<file path="src/rtl/gpvf_pkg.sv">
`timescale 1ns / 1ps

package gpvf_pkg;

  // Q16.32 values, Q1.30 coefficients
  localparam int VarW      = 48;
  localparam int CoefW     = 32;
  localparam int FracBits  = 30;
  localparam int CoefRegs  = 3;

  localparam int ArchLagsDef  = 3;
  localparam int GarchLagsDef = 3;

  // 48-bit operand split for the partial multipliers
  localparam int LoW     = 32;
  localparam int HiW     = VarW - LoW;
  localparam int LoProdW = LoW + 1 + CoefW;
  localparam int HiProdW = HiW + 1 + CoefW;

  // |product| <= 2^79, sum of six products plus omega stays below 2^83
  localparam int ProdW = VarW + CoefW + 1;
  localparam int AccW  = ProdW + 3;

  localparam logic signed [AccW-1:0] RoundHalf = AccW'(1) <<< (FracBits - 1);
  localparam logic [VarW-1:0]        VarMax    = '1;

  // APB: 64-bit data, registers on 8-byte boundaries
  localparam int DataW   = 64;
  localparam int RegIdxW = 3;
  localparam int AddrW   = RegIdxW + 3;

  typedef enum logic [RegIdxW-1:0] {
    RegOmega   = 3'd0,
    RegInitVar = 3'd1,
    RegArch1   = 3'd2,
    RegArch2   = 3'd3,
    RegArch3   = 3'd4,
    RegGarch1  = 3'd5,
    RegGarch2  = 3'd6,
    RegGarch3  = 3'd7
  } reg_idx_t;

  typedef struct packed {
    logic [VarW-1:0]                  omega;
    logic [VarW-1:0]                  initial_variance;
    logic [CoefRegs-1:0][CoefW-1:0]   arch_coef;
    logic [CoefRegs-1:0][CoefW-1:0]   garch_coef;
  } cfg_t;

  typedef struct packed {
    logic [VarW-1:0] residual_sq;
    logic            last_in_series;
  } in_item_t;

  typedef struct packed {
    logic [VarW-1:0] variance;
    logic            saturated;
    logic            last_out;
  } out_item_t;

endpackage

</file>
<file path="src/rtl/gpvf_regs.sv">
`timescale 1ns / 1ps

module gpvf_regs (
  input  logic                         clk,
  input  logic                         rst_n,
  input  logic                         psel,
  input  logic                         penable,
  input  logic                         pwrite,
  input  logic [gpvf_pkg::AddrW-1:0]   paddr,
  input  logic [gpvf_pkg::DataW-1:0]   pwdata,
  output logic [gpvf_pkg::DataW-1:0]   prdata,
  output logic                         pready,
  output gpvf_pkg::cfg_t               cfg
);

  gpvf_pkg::cfg_t     cfg_r;
  gpvf_pkg::cfg_t     cfg_nxt;
  gpvf_pkg::reg_idx_t idx;
  logic               wr_en;

  assign pready = 1'b1;
  assign idx    = gpvf_pkg::reg_idx_t'(paddr[gpvf_pkg::AddrW-1:3]);
  assign wr_en  = psel && penable && pwrite && pready;
  assign cfg    = cfg_r;

  always_comb begin
    cfg_nxt = cfg_r;
    if (wr_en) begin
      case (idx)
        gpvf_pkg::RegOmega:   cfg_nxt.omega            = pwdata[gpvf_pkg::VarW-1:0];
        gpvf_pkg::RegInitVar: cfg_nxt.initial_variance = pwdata[gpvf_pkg::VarW-1:0];
        gpvf_pkg::RegArch1:   cfg_nxt.arch_coef[0]     = pwdata[gpvf_pkg::CoefW-1:0];
        gpvf_pkg::RegArch2:   cfg_nxt.arch_coef[1]     = pwdata[gpvf_pkg::CoefW-1:0];
        gpvf_pkg::RegArch3:   cfg_nxt.arch_coef[2]     = pwdata[gpvf_pkg::CoefW-1:0];
        gpvf_pkg::RegGarch1:  cfg_nxt.garch_coef[0]    = pwdata[gpvf_pkg::CoefW-1:0];
        gpvf_pkg::RegGarch2:  cfg_nxt.garch_coef[1]    = pwdata[gpvf_pkg::CoefW-1:0];
        gpvf_pkg::RegGarch3:  cfg_nxt.garch_coef[2]    = pwdata[gpvf_pkg::CoefW-1:0];
        default:              cfg_nxt = cfg_r;
      endcase
    end
  end

  always_comb begin
    case (idx)
      gpvf_pkg::RegOmega:   prdata = gpvf_pkg::DataW'(cfg_r.omega);
      gpvf_pkg::RegInitVar: prdata = gpvf_pkg::DataW'(cfg_r.initial_variance);
      gpvf_pkg::RegArch1:   prdata = gpvf_pkg::DataW'(cfg_r.arch_coef[0]);
      gpvf_pkg::RegArch2:   prdata = gpvf_pkg::DataW'(cfg_r.arch_coef[1]);
      gpvf_pkg::RegArch3:   prdata = gpvf_pkg::DataW'(cfg_r.arch_coef[2]);
      gpvf_pkg::RegGarch1:  prdata = gpvf_pkg::DataW'(cfg_r.garch_coef[0]);
      gpvf_pkg::RegGarch2:  prdata = gpvf_pkg::DataW'(cfg_r.garch_coef[1]);
      gpvf_pkg::RegGarch3:  prdata = gpvf_pkg::DataW'(cfg_r.garch_coef[2]);
      default:              prdata = '0;
    endcase
  end

  always_ff @(posedge clk) begin
    if (!rst_n) begin
      cfg_r <= '0;
    end else begin
      cfg_r <= cfg_nxt;
    end
  end

endmodule

</file>
<file path="config.mk">
export PLATFORM = sky130hd
export DESIGN_NAME = gpvf_regs
export DESIGN_NICKNAME = d
export VERILOG_FILES = /design/src/rtl/gpvf_pkg.sv /design/src/rtl/gpvf_regs.sv
export SDC_FILE = /design/constraint.sdc
export NUM_CORES = 1
export LEC_CHECK = 0
export BUFFER_PORTS_ARGS = -buffer_cell sky130_fd_sc_hd__buf_2
export CORE_MARGIN = 3
export CORE_UTILIZATION = 49
export DETAILED_ROUTE_END_ITERATION = 8
export GPL_ROUTABILITY_DRIVEN = 0
export GPL_TIMING_DRIVEN = 0
export HOLD_SLACK_MARGIN = 0.15
export PLACE_DENSITY = 0.77
export SLEW_MARGIN = 40
export SYNTH_ARGS = -nofsm -noshare
export SYNTH_HDL_FRONTEND = slang
export SYNTH_SLANG_ARGS = --single-unit
</file>
<file path="constraint.sdc">
create_clock -name clk -period 3.05 [get_ports clk]
set_input_delay 0.7625 -clock clk [delete_from_list [all_inputs] [get_ports clk]]
set_output_delay 0.7625 -clock clk [all_outputs]
set_load 0.005 [all_outputs]
</file>
==> metrics.md, run 1 <==
| Metric | Value |
|---|---|
| DRT Pass-1 Iters | 5 |
| Via Count | 14.2k |
| Worst vdd ir | 0.381 mV |
| Failing checks | setup timing |
| Worst skew pair latency | 0.55 ns |
| CP endpoint kind | output port |
| Synth Flop Type | dfxtp_1 |
| Final setup TNS | -0.253 ns |
| # setup viols final | 10 |
| Grt total ovfl | 0 |
| Top-area cell type share of the netlist area | 43.6% |
| H-Tree Level Count | 1 |
| Share of layout cells above drive strength 1 | 28.6% |
| Cell Rows | slightly below 60 |
| PwrDens | 485 nW/um^2 |
| Total GRT Usage | 37.7% |
| Ant diodes | 0 |
| Relative max-transition margin | around 53% |
| Fmax | about 320 MHz |
| Ports | 428 |
| Worst-path cell chain | buf_2 > buf_4 > buf_2 > buf_2 > a221oi_1 > nor2_1 > buf_2 |
| Hold Crit Class | in -> reg |
| Largest net degree at the start of global routing | 15 |
| Worst EP required | 2.29 ns |
| RSZ-0062 raised after global routing | yes |
| Cell count after synthesis | 1,646 |
| Starting density of the core | 50.3% |
| Worst-path fanout max | 10 |
| Drt total wl | 57.6 mm |
| Synth area leaders | dfxtp_1, nand2_1, a21boi_0 |
| TritonCTS clock tree | built |
| Hpwl dp | a little over 40 mm |
| Die Span Y | ~170 um |
| Min-delay src | pwdata[42] |
| Sequential share of the synthesized area | 43.6% |
| PnR worst setup slack | -0.0545 ns |
| Worst setup path startpoint | paddr[3] |
| Worst R2R Start | cfg[71] |
| Synth area leader | dfxtp_1 |
| Asr flop ratio synth | 0% |
| Netlist Area Pre-Place | 13,200 um^2 |
| Initial antenna violation count | 0 |
| Yosys cell types | 28 |
| Tcrit/Tclk final | 102% |
| Worst path slowest cell | buf_2 |
| MaxCap Viol Count | 0 |
| Final nets | 2,127 |
| WL per Instance | 23.9 um |
| Die X | 170 um |
| DRT antenna net count | 0 |
| Post-synth EDFFs | 0 |
| Hold Violations, Final | 0 |
| DR vias/cell | 5.89 |
| Buffers & Inverters on Critical Path | 5 |
| Synthesis-to-layout area growth | 26.8% |
| First-pass GRT wire length | 82.7 mm |
| DRT iter0 DRCs | 1,706 |
| Top delay family on crit path | buffers and inverters |
| Total die area | 29,000 um^2 |
| Clock transition at path regs | 0.06 ns |
| Syn_area_per_cell | between 8 and 9 um^2 |
| Lkg Pwr | ~7 nW |
| Clock sink count | between 200 and 300 |
| TritonCTS buffer count | 31 |
| CP arrival | 2.34 ns |
| Worst-Margin Slew | 0.709 ns |
| Crit Path Class | in -> out |
| DR DRC count | 0 |
| Flops & latches, synth | 288 |
| Fin util | 63.8% |
| Yosys warning count | 0 |
| Startpoint Class | primary input |
| Most Frequent Cell on Critical Path | buf_2 |
| Pins Over Slew Limit | 0 |
| Layout Skew | 0 ns |
| Port bufs | 357 |
| Max reg flops | 288 |
| Cell at the root of the clock tree | clkbuf_16 |
| CP peak stage delay | 0.43 ns |
| Vias in the first global route | between 10k and 15k |
| Longest Clk Path Bufs | 3 |
| Status | finished, violations left |
| Core ar. | ~26,000 um^2 |
| Fin crit period | 3.10 ns |
[final cells by class]
class,instances,area (um^2)
clock buffer,47,926
sequential,288,5770
clock inverter,7,37.5
buffer,182,1080
timing repair buffer,359,1800
tap,335,419
fill,2353,9510
multi-input combinational,1158,6620
inverter,32,120
[stage by stage]
stage	power, mW	area (um^2)	instances	setup slack (ns)	hold slack (ns)
6_report	8.14	16800	2408	-0.0545	0.463
5_1_grt	8.31	16800	2408	-0.0710	0.467
4_1_cts	8.09	16700	2407	-0.0447	0.450
3_5_place_dp	4.53	15500	2353	-0.641	0.459
3_3_place_gp	4.52	15500	2353	-0.748	0.454
2_1_floorplan	4.24	13300	1661	0.366	0.462
[power by group]
group	internal, mW	switching, mW	total, mW
combinational	0.249	0.450	0.699
sequential	3.79	0.0258	3.81
clock	2.07	1.55	3.62
[cells in the mapped netlist, types with 2 or more instances]
cell type and instances:
a22o_1 51, mux2i_1 28, or2_2 6, conb_1 2, buf_4 31, nor2b_1 4
inv_1 32, dfxtp_1 288, nor3_2 3, clkbuf_1 70, buf_1 5, nand2_1 579
nand2b_1 7, a21oi_1 9, mux2_2 28, a32oi_1 4, a21boi_1 62, nor2_1 66
or3_1 3, buf_2 77, a21boi_0 226, a221oi_1 59
[routing by layer]
| layer | up-vias | GRT usage, % | part of all wire [%] |
|---|---|---|---|
| met5 | - | 0 | 0 |
| met4 | 0 | 19.3 | 6.1 |
| met3 | 232 | 10.2 | 12 |
| met2 | 1008 | 61.5 | 45 |
| met1 | 6696 | 45.6 | 37 |
| li1 | 6255 | - | - |
[worst register-to-register path, cell delays in order, from the launching register on]
cell,delay (ns)
dfxtp_1,0.51
nand2_1,0.08
a21boi_0,0.21
[path summary, 6_finish.rpt]
kind,end,slack [ns],depth (start not counted)
worst max-delay path,prdata[22],-0.05,7
worst min-delay path,cfg[234],0.46,3
worst max register to register,cfg[71],2.17,2
worst min register to register,cfg[115],0.47,2
[logic make-up (layout without fill, tap and decap cells)]
group	after synthesis	in the layout	share of synthesized area [%]
compound gates	413	413	24.3
other cells	2	17	0.0568
buf+inv	215	627	7.71
flops	288	288	43.6
mux	56	56	4.50
simple gates	672	672	19.8
[placed cells by master, fill, tap and decap left out, types with 32 or more instances in the layout]
cell type / count
a21boi_0: 226
a21boi_1: 62
a221oi_1: 45
a22o_1: 51
buf_2: 429
buf_4: 37
clkbuf_1: 59
dfxtp_1: 288
inv_1: 32
nand2_1: 579
nor2_1: 66
[repair_timing]
| action | CTS | global route |
|---|---|---|
| setup endpoints to repair | 48 | 41 |
| resized for setup | 65 | 31 |
| buffers inserted | 0 | 2 |
| hold buffers | 0 | 0 |
| pin swaps | 1 | 2 |
(Power assumes the default switching activity.)
==> run 2, diff against run 1 <==
==> constraint.sdc (replaced) <==
create_clock -name clk -period 3.05 [get_ports clk]
set_input_delay 0.7625 -clock clk [delete_from_list [all_inputs] [get_ports clk]]
set_output_delay 0.7625 -clock clk [all_outputs]
set_load 0.02 [all_outputs]
==> run 2 against run 1 <==
Against the previous run: critical path type unchanged; register-to-register slack about the same; clock power about the same; hold slack got worse by 0.0039 ns; critical path depth unchanged; flip-flop and latch count unchanged; utilization increased by 0.50 points; the run still ends with setup timing left; die area unchanged; clock skew unchanged; first-iteration DRC count decreased by 11%; largest cell class unchanged; global-route usage about the same.
==> metrics.md, run 2 (same netlist as run 1, synthesis figures left out) <==
| Metric | Value |
|---|---|
| Clock sink count | 288 (unchanged) |
| Lkg Pwr | 7.21 nW (was 7.18 nW) |
| Min-delay src | pwdata[42] (unchanged) |
| DRT antenna net count | 0 (unchanged) |
| Placed cell count | 2,353 (unchanged) |
| Core ar. | 26,300 um^2 (unchanged) |
| Relative max-transition margin | 50.9% (was 52.7%) |
| Share of layout cells above drive strength 1 | 29.1% (was 28.6%) |
| Status | finished, violations left (unchanged) |
| Fin crit period | 3.07 ns (was 3.10 ns) |
| Most frequent cells in the layout | nand2_1, buf_2, dfxtp_1 (unchanged) |
| TritonCTS buffer count | 31 (unchanged) |
| Crit Path Class | in -> out (unchanged) |
| Starting density of the core | 50.3% (unchanged) |
| PnR worst setup slack | -0.0217 ns (was -0.0545 ns) |
| Hold Violations, Final | 0 (unchanged) |
| Port bufs | 357 (unchanged) |
| PwrDens | 486 nW/um^2 (was 485 nW/um^2) |
| Die Span Y | 170 um (unchanged) |
| Cell at the root of the clock tree | clkbuf_16 (unchanged) |
| Cts hold-fix bufs | 0 (unchanged) |
| Worst-path fanout max | 10 (unchanged) |
| Worst-Margin Slew | 0.736 ns (was 0.709 ns) |
| Worst vdd ir | 0.384 mV (was 0.381 mV) |
| Failing checks | setup timing (unchanged) |
| R2R Setup Slk | 2.17 ns (about the same) |
| DR vias/cell | 5.94 (was 5.89) |
| Total GRT Usage | 37.7% (about the same) |
| Vias in the first global route | 13.5k (was 13.4k) |
| Commonest non-fill, non-tap cell in the layout | nand2_1 (unchanged) |
| Hpwl dp | 41.5 mm (unchanged) |
| Hold Crit Class | in -> reg (unchanged) |
| DRT iter0 DRCs | 1,518 (was 1,706) |
| Worst skew pair latency | 0.55 ns (about the same) |
| CP endpoint kind | output port (unchanged) |
| Die X | 170 um (unchanged) |
| Worst EP required | 2.29 ns (about the same) |
| Tcrit/Tclk final | 101% (was 102%) |
| H-Tree Level Count | 1 (unchanged) |
| Fmax | 326 MHz (was 322 MHz) |
| Startpoint Class | primary input (unchanged) |
| Pins Over Slew Limit | 0 (unchanged) |
| Longest Clk Path Bufs | 3 (unchanged) |
| First-pass GRT wire length | 82.8 mm (was 82.7 mm) |
| Non-filler cells, final | 2,408 (unchanged) |
| RSZ-0062 raised after global routing | yes (unchanged) |
| TritonCTS clock tree | built (unchanged) |
| Initial antenna violation count | 0 (unchanged) |
| Final instance area | 16,900 um^2 (was 16,800 um^2) |
| Fillers | 2,335 (was 2,353) |
| Hold path endpoint | cfg[234] (unchanged) |
| Area of the multi-input gates | 6670 um^2 (was 6620 um^2) |
| Sequential Area | 5770 um^2 (unchanged) |
| Grt total ovfl | 0 (unchanged) |
| R2r endpoint | cfg[71] (unchanged) |
| Layout Skew | 0 ns (unchanged) |
| Via Count | 14.3k (was 14.2k) |
| Total die area | 29,000 um^2 (unchanged) |
| Synthesis-to-layout area growth | 27.7% (was 26.8%) |
| Dpl cell area | 15,500 um^2 (unchanged) |
| Hold path cells | 3 (unchanged) |
| Final nets | 2,126 (was 2,127) |
| Worst R2R Path Depth | 2 (unchanged) |
| DR DRC count | 0 (unchanged) |
| Max reg flops | 288 (unchanged) |
| Drt total wl | 57.8 mm (was 57.6 mm) |
| DRT Pass-1 Iters | 5 (unchanged) |
| MaxCap Viol Count | 0 (unchanged) |
| CP arrival | 2.31 ns (was 2.34 ns) |
| Worst R2R Start | cfg[71] (unchanged) |
| Largest net degree at the start of global routing | 15 (unchanged) |
| Clock transition at path regs | 0.06 ns (about the same) |
| # setup viols final | 2 (was 10) |
| Cell Rows | 59 (unchanged) |
| Ports | 428 (unchanged) |
| WL per Instance | 24.0 um (was 23.9 um) |
-- run 2: changes by cell type in the layout (fill, tap and decap cells not counted), moves of 4 or more --
cell / change
buf_6: +4
clkbuf_8: +6
a221oi_2: +4
a221oi_1: -4
buf_4: -7
buf_2: -6
-- run 2: cell type report --
cell class                      count  share of cell area, %
Timing Repair Buffer              358                   10.7
Inverter                           32                  0.711
Antenna cell                        1                 0.0148
Buffer                            182                   6.76
Multi-Input combinational cell   1158                   39.5
Sequential cell                   288                   34.1
Clock buffer                       47                   5.48
Tap cell                          335                   2.48
Clock inverter                      7                  0.222
-- run 2: worst max path at each step --
stage	slack [ns]	to	startpoint
detailed placement	-0.67	prdata[31]	paddr[4]
finish	-0.02	prdata[19]	paddr[4]
floorplan	0.22	prdata[25]	paddr[4]
global route	-0.02	prdata[7]	paddr[3]
CTS	-0.01	prdata[6]	paddr[3]
global placement	-0.78	prdata[0]	paddr[4]
-- run 2: timing repair --
action,in CTS,in global routing
gates resized for setup,87,26
buffers inserted,0,1
endpoints found under the setup margin,48,31
pin swaps,3,4
-- run 2: power by group --
part | switching (mW) | internal (mW)
logic | 0.528 | 0.261
clock network | 1.55 | 2.07
registers | 0.0260 | 3.79
total | 2.10 | 6.12
-- run 2: through the flow --
stage	hold WS [ns]	setup slack [ns]	util, %	setup TNS (ns)	total power [mW]
after floorplan	0.543	0.219	-	0	4.32
after global placement	0.454	-0.780	59.0	-22.18	4.59
after detailed placement	0.459	-0.671	59.0	-17.65	4.60
after CTS	0.450	-0.0116	63.8	-0.0116	8.17
after global routing	0.467	-0.0177	64.3	-0.0247	8.40
final	0.459	-0.0217	64.3	-0.0370	8.22
-- run 2: routing by layer --
layer	track usage [%]	vias up	routed length (um)
met5	0	-	0
met4	19.3	0	3570
met3	10.1	246	6790
met2	61.7	1045	26300
met1	45.7	6749	21100
li1	-	6257	-
-- run 2: critical path, stage by stage --
cell and delay [ns]:
buf_4 0.18, buf_8 0.22, mux2_2 0.37, a22o_1 0.18, a221oi_1 0.36, nor2_1 0.08
buf_2 0.17
